[config.mk]
export PLATFORM = sky130hd
export DESIGN_NAME = baseline_moving_average_landing_detect
export DESIGN_NICKNAME = d
export VERILOG_FILES = /design/src/rtl/bmald_pkg.sv /design/src/rtl/bmald_core.sv /design/src/rtl/baseline_moving_average_landing_detect.sv
export VERILOG_INCLUDE_DIRS = /design/src /design/src/rtl
export SDC_FILE = /design/constraint.sdc
export NUM_CORES = 1
export LEC_CHECK = 0
export BUFFER_PORTS_ARGS = -buffer_cell sky130_fd_sc_hd__buf_2
export CORE_UTILIZATION = 41
export DETAILED_ROUTE_END_ITERATION = 8
export GPL_ROUTABILITY_DRIVEN = 0
export GPL_TIMING_DRIVEN = 0
export SLEW_MARGIN = 20
export SYNTH_ARGS = -nofsm -noshare
export SYNTH_HDL_FRONTEND = slang
export SYNTH_SLANG_ARGS = --single-unit
[constraint.sdc]
create_clock -name clk -period 21.5 [get_ports clk]
set_input_delay 0 -clock clk [delete_from_list [all_inputs] [get_ports clk]]
set_output_delay 0 -clock clk [all_outputs]
set_load 0.02 [all_outputs]
[src/rtl/baseline_moving_average_landing_detect_macros.svh]
// assertion macros shared by the landing detector rtl
// needs clk and rst_n in scope at the point of use
`ifndef BASELINE_MOVING_AVERAGE_LANDING_DETECT_MACROS_SVH
`define BASELINE_MOVING_AVERAGE_LANDING_DETECT_MACROS_SVH

// combinational property checked at every rising clock edge out of reset
`define BMALD_ASSERT(label, expr, msg) \
  label: assert property (@(posedge clk) disable iff (!rst_n) (expr)) else $error(msg);

// antecedent this cycle implies consequent on the next cycle
`define BMALD_ASSERT_NEXT(label, ante, cons, msg) \
  label: assert property (@(posedge clk) disable iff (!rst_n) (ante) |=> (cons)) \
    else $error(msg);

`endif

[src/rtl/bmald_pkg.sv]
// shared types, constants and the divide-by-window helper for the landing detector
// no dependencies
package bmald_pkg;

  localparam int DATA_W = 16;
  localparam int WINDOW = 15;
  localparam logic signed [DATA_W-1:0] THRESHOLD_RESET = 16'sd20000;

  // count runs 1 .. WINDOW+1
  localparam int CNT_W = $clog2(WINDOW + 2);
  // holds WINDOW full-scale samples without overflow
  localparam int SUM_W = DATA_W + $clog2(WINDOW);

  // reciprocal for truncating division of a SUM_W magnitude by WINDOW
  localparam int RECIP_SHIFT = SUM_W - 1 + $clog2(WINDOW);
  localparam int RECIP_W = RECIP_SHIFT - $clog2(WINDOW) + 1;
  localparam longint unsigned RECIP_L =
    ((longint'(1) << RECIP_SHIFT) + longint'(WINDOW) - 1) / longint'(WINDOW);
  localparam logic [RECIP_W-1:0] RECIP = RECIP_W'(RECIP_L);
  localparam int PROD_W = SUM_W + RECIP_W;

  localparam logic signed [SUM_W-1:0] AVG_MAX = SUM_W'(32767);
  localparam logic signed [SUM_W-1:0] AVG_MIN = -SUM_W'(32768);

  typedef struct packed {
    logic signed [DATA_W-1:0] average_value;
    logic                     average_ready;
    logic                     landed;
  } bmald_result_t;

  // signed division by WINDOW, truncated toward zero
  function automatic logic signed [SUM_W-1:0] div_window(input logic signed [SUM_W-1:0] num);
    logic [SUM_W-1:0]  mag;
    logic [PROD_W-1:0] prod;
    logic [SUM_W-1:0]  q;
    mag  = num[SUM_W-1] ? SUM_W'(-num) : SUM_W'(num);
    prod = PROD_W'(mag) * PROD_W'(RECIP);
    q    = SUM_W'(prod >> RECIP_SHIFT);
    return num[SUM_W-1] ? $signed(-q) : $signed(q);
  endfunction

  // clamp a wide signed value to the 16-bit range
  function automatic logic signed [DATA_W-1:0] sat_data(input logic signed [SUM_W-1:0] v);
    logic signed [DATA_W-1:0] r;
    if (v > AVG_MAX) begin
      r = 16'sh7fff;
    end else if (v < AVG_MIN) begin
      r = 16'sh8000;
    end else begin
      r = DATA_W'(v);
    end
    return r;
  endfunction

  function automatic logic signed [SUM_W-1:0] sext_data(input logic signed [DATA_W-1:0] v);
    return {{(SUM_W-DATA_W){v[DATA_W-1]}}, v};
  endfunction

endpackage

[src/rtl/bmald_core.sv]
// baseline sum, moving average state and threshold compare for one sample
// depends on bmald_pkg and the shared assertion macros
`include "baseline_moving_average_landing_detect_macros.svh"

module bmald_core (
  input  logic                                   clk,
  input  logic                                   rst_n,
  input  logic                                   step,
  input  logic signed [bmald_pkg::DATA_W-1:0]    sample,
  input  logic signed [bmald_pkg::DATA_W-1:0]    threshold,
  output bmald_pkg::bmald_result_t               result
);

  logic [bmald_pkg::CNT_W-1:0]         cnt_r, cnt_nxt;
  logic signed [bmald_pkg::SUM_W-1:0]  sum_r, sum_nxt;
  logic signed [bmald_pkg::DATA_W-1:0] avg_r, avg_nxt;

  logic signed [bmald_pkg::SUM_W-1:0]  sample_ext;
  logic signed [bmald_pkg::SUM_W-1:0]  avg_ext;
  logic signed [bmald_pkg::SUM_W-1:0]  sum_add;
  logic signed [bmald_pkg::SUM_W-1:0]  upd_wide;
  logic signed [bmald_pkg::DATA_W-1:0] base_avg;
  logic signed [bmald_pkg::DATA_W-1:0] upd_avg;
  logic signed [bmald_pkg::DATA_W-1:0] avg_new;
  logic                                in_base;
  logic                                at_window;
  logic                                landed;

  localparam logic [bmald_pkg::CNT_W-1:0] CNT_WIN = bmald_pkg::CNT_W'(bmald_pkg::WINDOW);
  localparam logic [bmald_pkg::CNT_W-1:0] CNT_ONE = bmald_pkg::CNT_W'(1);

  assign sample_ext = bmald_pkg::sext_data(sample);
  assign avg_ext    = bmald_pkg::sext_data(avg_r);
  assign sum_add    = sum_r + sample_ext;
  assign base_avg   = bmald_pkg::sat_data(bmald_pkg::div_window(sum_add));
  assign upd_wide   = avg_ext - bmald_pkg::div_window(avg_ext)
                    + bmald_pkg::div_window(sample_ext);
  assign upd_avg    = bmald_pkg::sat_data(upd_wide);

  assign in_base   = (cnt_r < CNT_WIN);
  assign at_window = (cnt_r == CNT_WIN);

  always_comb begin
    if (in_base) begin
      avg_new = avg_r;
    end else if (at_window) begin
      avg_new = base_avg;
    end else begin
      avg_new = upd_avg;
    end
    landed = (avg_new > threshold);

    result.average_value = avg_new;
    result.average_ready = !in_base;
    result.landed        = landed;

    if (landed) begin
      cnt_nxt = CNT_ONE;
      sum_nxt = '0;
      avg_nxt = '0;
    end else begin
      cnt_nxt = (cnt_r <= CNT_WIN) ? cnt_r + CNT_ONE : cnt_r;
      sum_nxt = (cnt_r <= CNT_WIN) ? sum_add : sum_r;
      avg_nxt = avg_new;
    end
  end

  always_ff @(posedge clk) begin
    if (!rst_n) begin
      cnt_r <= CNT_ONE;
      sum_r <= '0;
      avg_r <= '0;
    end else if (step) begin
      cnt_r <= cnt_nxt;
      sum_r <= sum_nxt;
      avg_r <= avg_nxt;
    end
  end

  `BMALD_ASSERT(a_cnt_range, (cnt_r != '0) && (cnt_r <= CNT_WIN + CNT_ONE), "sample count out of range")
  `BMALD_ASSERT(a_sum_clear, (cnt_r != CNT_ONE) || (sum_r == '0), "sum not clear at first sample")
  `BMALD_ASSERT(a_avg_base, (cnt_r > CNT_WIN) || (avg_r == '0), "average set during baseline")
  `BMALD_ASSERT_NEXT(a_land_restart, step && landed, cnt_r == CNT_ONE, "count not restarted after landing")

endmodule

[src/rtl/baseline_moving_average_landing_detect.sv]
// Landing detector: each accepted sample updates a baseline sum or moving
// average and compares it with a programmable threshold. Accepts one sample
// transaction per clock unless the output side stalls, and returns exactly
// one result transaction for it through the input register and the result
// register, with a single pass through the update logic between them. The
// first 15 samples after reset or after a landing build the baseline (the
// first 14 show average 0, ready low); the 15th sets the average to sum/15,
// later samples blend in at 1/15 weight. Landed is raised when the average
// is strictly above the threshold, and the count, sum and average then
// start over. Threshold resets to 20000 and should be written only while idle.
// depends on bmald_pkg, bmald_core and the shared assertion macros

module baseline_moving_average_landing_detect (
  input  logic                                 clk,
  input  logic                                 rst_n,
  // configuration write
  input  logic                                 cfg_wr_en,
  input  logic signed [bmald_pkg::DATA_W-1:0]  cfg_wr_data,
  // sample channel
  input  logic                                 in_valid,
  output logic                                 in_stall,
  input  logic signed [bmald_pkg::DATA_W-1:0]  in_accel_sample,
  // result channel
  output logic                                 out_valid,
  input  logic                                 out_stall,
  output logic signed [bmald_pkg::DATA_W-1:0]  out_average_value,
  output logic                                 out_average_ready,
  output logic                                 out_landed
);

  // threshold register
  logic signed [bmald_pkg::DATA_W-1:0] thr_r;

  // input stage
  logic                                in_valid_r;
  logic signed [bmald_pkg::DATA_W-1:0] sample_r;

  // result stage
  logic                                out_valid_r;
  bmald_pkg::bmald_result_t            result_r;
  bmald_pkg::bmald_result_t            result_nxt;

  logic out_adv;  // result register can take a new transaction
  logic step;     // input stage moves into the result register

  assign out_adv  = !out_valid_r || !out_stall;
  assign step     = in_valid_r && out_adv;
  // input register refills when empty or draining this cycle
  assign in_stall = in_valid_r && !out_adv;

  always_ff @(posedge clk) begin
    if (!rst_n) begin
      thr_r <= bmald_pkg::THRESHOLD_RESET;
    end else if (cfg_wr_en) begin
      thr_r <= cfg_wr_data;
    end
  end

  always_ff @(posedge clk) begin
    if (!rst_n) begin
      in_valid_r <= 1'b0;
    end else if (!in_stall) begin
      in_valid_r <= in_valid;
    end
  end

  // payload, no reset needed
  always_ff @(posedge clk) begin
    if (!in_stall && in_valid) begin
      sample_r <= in_accel_sample;
    end
  end

  // state update and compare for the sample in the input register
  bmald_core u_core (
    .clk       (clk),
    .rst_n     (rst_n),
    .step      (step),
    .sample    (sample_r),
    .threshold (thr_r),
    .result    (result_nxt)
  );

  always_ff @(posedge clk) begin
    if (!rst_n) begin
      out_valid_r <= 1'b0;
    end else if (out_adv) begin
      out_valid_r <= in_valid_r;
    end
  end

  always_ff @(posedge clk) begin
    if (step) begin
      result_r <= result_nxt;
    end
  end

  assign out_valid         = out_valid_r;
  assign out_average_value = result_r.average_value;
  assign out_average_ready = result_r.average_ready;
  assign out_landed        = result_r.landed;

endmodule

==> metrics.txt, run 1 <==
placed cell count=around 3200; Synth async-reset ratio=0%; Min Hold Slack=between 70 and 80 ps; largest family of logic cells by synthesized area=adder cells; fin crit share=74.6%; Startpoint Class=flop; Slew @ Worst Pin=between 1000 and 1500 ps; maxcap violations=0; Seq cells post-synth=between 90 and 100; First-pass DRT Iterations=6; initial core utilization=41.5%; Primary FF master, synth=dfxtp_1; post-CTS resize count=0; Post-Route Skew=~13 ps; Max Fanout on Critical Path=10; Synth area leader=ha_1; most frequent cell after synthesis=ha_1; Finished Layout Cells=approximately 3300; detailed-route via count=18100; f_max=~62 MHz; post-route setup TNS=0 ps; share of layout cells above drive strength 1=4.86%; Row Count=82; clk_lat worst skew=370 ps; Max stage delay on crit path=840 ps; # nets final=between 3000 and 4000; # IOs=57; Worst Reg2Reg Path Length in Cells=between 50 and 60; # setup viols final=0; number of hold violations in the final report=0; Post-synth EDFFs=34; Post-CTS Setup Inserts=0; Die Y=227 um; clock-pin transition on the worst setup and hold timing paths=80 ps; Yosys warning count=0; hold buffer count at CTS=36; relative slew slack=28.8%; first-pass GRT wire length=between 90000 and 100000 um; routed vias/inst=approximately 5.5; DRT antenna net count=0; CP required=21780 ps; overall global routing resource usage=a little over a fifth; Worst Path Arrival=16320 ps; fraction of the mapped netlist area in adder cells=around two fifths; WL/cell=~17 um; Mapped Cells=between 2000 and 2500; fin area=0.0228 mm2; # DRC=0; critical path endpoint category=flop; outcome=finished, final reports clean; Most Frequent Cell on Critical Path=o21a_1; min-delay worst type=in -> reg; Slew Viols, Final=0; Synth Area in Compound Gates=between 20% and 30%; antenna cells=0; CTS Buf Count=9; number of global-route vias before repair=17900; die width=227 um; initial antenna violation count=0; Post-Synth Simple-Gate Area=approximately 14%; maximum root-to-sink buffer count=2; Slowest cell on crit path=o31ai_1; CTS tree=done; PortBufs=56; total grt overflow=0; library cells used by synthesis=roughly 100; routed wire length=55300 um; XOR/XNOR Fraction of Synth Area=under 10%; initial DRC count=between 1000 and 1500; HPWL after DPL=47700 um; core box area=~0.05 mm2; multiplexer share of the synthesized area=0.981%; post-synthesis sequential area ratio=10.6%; unrepaired setup endpoints after global routing=no; top post-synthesis cells by area=ha_1 28%, fa_1 12%, dfxtp_1 5.7%; hold path depth=4; CTS H-Tree Depth=3; cell area after placement=0.0222 mm2; r2r startpoint=sample_r[15]$_DFFE_PP_; full die area=approximately 0.052 mm2; largest net degree at the start of global routing=24; Root Driver=clkbuf_16; most frequent cells after synthesis=465 x ha_1, 312 x inv_1, 167 x nand2_1; clock sink count=93; WS Path Type=reg -> reg; min-delay src=rst_n; Critical path origin=sample_r[15]$_DFFE_PP_; Final min period=around 16000 ps; syn_area_per_cell=about 8.5 um2; Area Overhead vs Synth=9.73%; Mapped Area=just over 0.02 mm2; Synth top area share=about 28%
-- registers in the layout, summed over array words and instances, names as in the netlist --
register,count
out_average_value,16
in_valid_r,1
out_average_ready,1
u_core.sum_r,20
u_core.avg_r,16
sample_r,16
out_landed,1
u_core.cnt_r,5
out_valid,1
thr_r,16
-- placed cells by master, fill, tap and decap left out, drive strengths merged, types with 57 or more instances in the layout --
| cell type | count |
|---|---|
| dfxtp | 59 |
| a21o | 58 |
| ha | 465 |
| o21ai | 131 |
| buf | 69 |
| fa | 125 |
| clkbuf | 57 |
| a21oi | 150 |
| inv | 314 |
| xnor2 | 97 |
| nor2 | 102 |
| nand2 | 167 |
-- stage by stage --
stage                     setup WS (ps)  utilization [%]
final                              5460             45.6
after global routing               4400             45.6
after CTS                          5560             45.6
after detailed placement           5630             44.3
after global placement             5330             44.1
after floorplan                    8630                -
-- worst max-delay path: cells and delay by family, from the launching register on --
family | cells | cell delay (ps)
simple gates | 8 | 1350
flops | 1 | 780
xor+xnor | 2 | 420
buf+inv | 8 | 2220
fa+ha+maj | 11 | 4570
compound gates | 25 | 6590
-- routing by layer --
metal  global-route usage (%)  routed length [um]  up-vias
met5                        0                   0        -
met4                     5.87                1230        0
met3                     1.74                1850       67
met2                     38.5               26800      365
met1                     28.5               25500     8615
li1                         -                   -     9007
-- cell type report --
| class | count | area [um2] |
|---|---|---|
| Inverter | 313 | 1170 |
| Fill cell | 5015 | 27300 |
| Timing Repair Buffer | 95 | 683 |
| Buffer | 57 | 224 |
| Sequential cell | 93 | 2200 |
| Tap cell | 672 | 841 |
| Multi-Input combinational cell | 2020 | 17400 |
| Clock inverter | 6 | 70.1 |
| Clock buffer | 10 | 229 |
-- worst paths after layout --
check	slack, ps	end
max	5460	u_core.sum_r[14]$_SDFFE_PN0P_
min	70	u_core.avg_r[4]$_SDFFE_PN0P_
max reg2reg	5460	u_core.sum_r[14]$_SDFFE_PN0P_
min reg2reg	460	u_core.sum_r[5]$_SDFFE_PN0P_
-- cell families after synthesis --
family / count (synthesis)
xor gates and xnor gates: 154
buffers and inverters: 370
and+or+nand+nor: 569
DFF: 93
AOI/OAI and AO/OA: 639
adders and majority gates: 590
other: 2
muxes: 20
Power of run 1 is left out: the tool's default activity adds up to more than one toggle a clock period on the data nets, which glitch-free logic cannot reach.
==> run 2, diff against run 1 <==
ABC_AREA = 1   (was unset)
clock period = 12.9 ns   (was 21.5 ns; I/O delays follow)
==> run 2 against run 1 <==
Compared with the run above:
- core utilization grew 1.4 points
- area after synthesis up 1.0%
- first-iteration DRC count is 4.5% lower
- global-route usage decreased by 0.17 points
- clock skew fell by 1.8 ps
==> metrics.txt, run 2 <==
outcome=finished, final reports clean; initial DRC count=around 1100; Startpoint Class=flop; Root Driver=clkbuf_16; Row Count=82; initial antenna violation count=0; most frequent cells in the layout=526 x inv_1, 526 x nand2_1, 463 x ha_1; full die area=roughly 0.052 mm2; # IOs=57; first-pass GRT wire length=just over 90000 um; Most Frequent Cell on Critical Path=nand2_1; most frequent cell after synthesis=nand2_1; Finished Layout Cells=~3700; Slowest cell on crit path=fa_1; Seq cells post-synth=just over 90; die width=approximately 230 um; number of global-route vias before repair=~19000; wl on met1=24900 um; CTS H-Tree Depth=3; post-route setup TNS=0 ps; Mapped Area=about 0.021 mm2; routed wire length=about 55000 um; syn_area_per_cell=about 7.4 um2; Synth area leader=ha_1; maxcap violations=0; critical path endpoint category=flop; placed cell count=~3600; DRT antenna net count=0; post-synthesis sequential area ratio=10.5%; fin crit share=95.1%; WS Path Type=reg -> reg; clock sink count=93; Die Y=approximately 230 um; DR top layer=met4; Final min period=~12000 ps; clock-pin transition on the worst setup and hold timing paths=about 70 ps; clk_lat worst skew=around 370 ps; relative slew slack=between 40% and 50%; # nets final=3649; number of hold violations in the final report=0; Yosys warning count=0; fin area=0.0237 mm2; Biggest register=u_core.sum_r; Max stage delay on crit path=around 590 ps; min-delay worst type=in -> reg; Mapped Cells=around 2800; WL/cell=15.0 um; Synth async-reset ratio=0%; Post-synth EDFFs=34; most frequent cells after synthesis=531 x nand2_1, 528 x inv_1, 465 x ha_1; Worst Path Arrival=between 10000 and 15000 ps; Min Hold Slack=about 52 ps; detailed-route via count=between 15000 and 20000; cell area after placement=between 0.02 and 0.025 mm2; met2 routed wirelength=between 20000 and 30000 um; routed wl met3=between 1500 and 2000 um; Area Overhead vs Synth=12.7%; share of layout cells above drive strength 1=9.38%; First-pass DRT Iterations=6; total grt overflow=0; Slew @ Worst Pin=859 ps; CTS tree=done; Post-Route Skew=approximately 11 ps; max reg flops=20; hold path depth=3; routed vias/inst=5.09; CTS Buf Count=9; Worst Reg2Reg Path Length in Cells=68; f_max=about 81 MHz; antenna cells=0; Synth top area share=between 20% and 30%; PortBufs=56; HPWL after DPL=48000 um; core box area=approximately 0.050 mm2; Slew Viols, Final=0; top post-synthesis cells by area=ha_1 28%, fa_1 12%, nand2_1 9.5%; CP required=approximately 13000 ps; # DRC=0; library cells used by synthesis=65; # setup viols final=0; Primary FF master, synth=dfxtp_1; initial core utilization=between 40% and 50%; maximum root-to-sink buffer count=2; Max Fanout on Critical Path=10; overall global routing resource usage=approximately 22%; largest net degree at the start of global routing=17
-- run 2: cell types whose count changed after synthesis, moves of 23 or more --
cell / delta
a21boi_0: -27
xor2_1: +43
and2_1: -27
or3_1: -24
nand2_2: +34
nand3_1: +40
nor2b_1: -23
a21o_1: -49
clkbuf_1: -26
a21oi_1: +80
inv_1: +216
nand2_1: +364
nor2_1: +87
xnor2_1: -52
-- run 2: critical path, delay by kind of cell (launching register included) --
family,cells,cell delay (ps)
adders and majority gates,11,4270
AOI/OAI and AO/OA,19,3090
and+or+nand+nor,24,2530
buffers and inverters,11,1200
xor gates and xnor gates,3,580
DFF,1,510
-- run 2: timing repair --
action / in CTS / in global routing
endpoints found under the setup margin: 42 / 42
endpoints found under the hold margin: 32 / 0
pin swaps: 2 / 15
hold buffers: 34 / 0
setup buffers: 4 / 34
gates resized for setup: 29 / 73
-- run 2: final cells by class --
type | count | area [um2]
sequential | 93 | 2200
tap | 672 | 841
clock buffer | 10 | 239
timing repair buffer | 131 | 927
buffer | 32 | 235
inverter | 534 | 2010
multi-input combinational | 2221 | 17200
fill | 5017 | 26700
clock inverter | 6 | 68.8
-- run 2: per-stage QoR --
| stage | util (%) | setup slack [ps] |
|---|---|---|
| 3_3_place_gp | 44.3 | -1570 |
| 3_5_place_dp | 44.3 | -1820 |
| 4_1_cts | 45.9 | 61.9 |
| 6_report | 47.0 | 628 |
| 5_1_grt | 47.0 | -89.8 |
| 2_1_floorplan | - | 1450 |
-- run 2: metal layers --
metal / up-vias / GRT usage, %
met3: 77 / 1.17
met1: 8804 / 27.2
li1: 9602 / -
met5: - / 0
met2: 359 / 39.9
met4: 0 / 6.10
-- run 2: logic make-up (layout without fill, tap and decap cells) --
| logic type | Yosys count | count (layout) | share of synthesized area [%] |
|---|---|---|---|
| and+or+nand+nor | 958 | 958 | 19.7 |
| DFF | 93 | 93 | 10.5 |
| xor gates and xnor gates | 151 | 151 | 6.76 |
| buffers and inverters | 567 | 713 | 10.5 |
| AOI/OAI and AO/OA | 474 | 474 | 13.0 |
| adders and majority gates | 590 | 590 | 39.6 |
| other | 2 | 48 | 0.0358 |
-- run 2: worst paths after layout --
path	start	endpoint	slack (ps)
setup reg to reg	sample_r[15]$_DFFE_PP_	u_core.sum_r[17]$_SDFFE_PN0P_	630
setup / recovery	sample_r[15]$_DFFE_PP_	u_core.sum_r[17]$_SDFFE_PN0P_	630
hold / removal	out_stall	out_valid$_SDFFE_PN0N_	50
hold reg to reg	thr_r[1]$_SDFFE_PN0P_	thr_r[1]$_SDFFE_PN0P_	470
Power of run 2 is left out for the same reason.
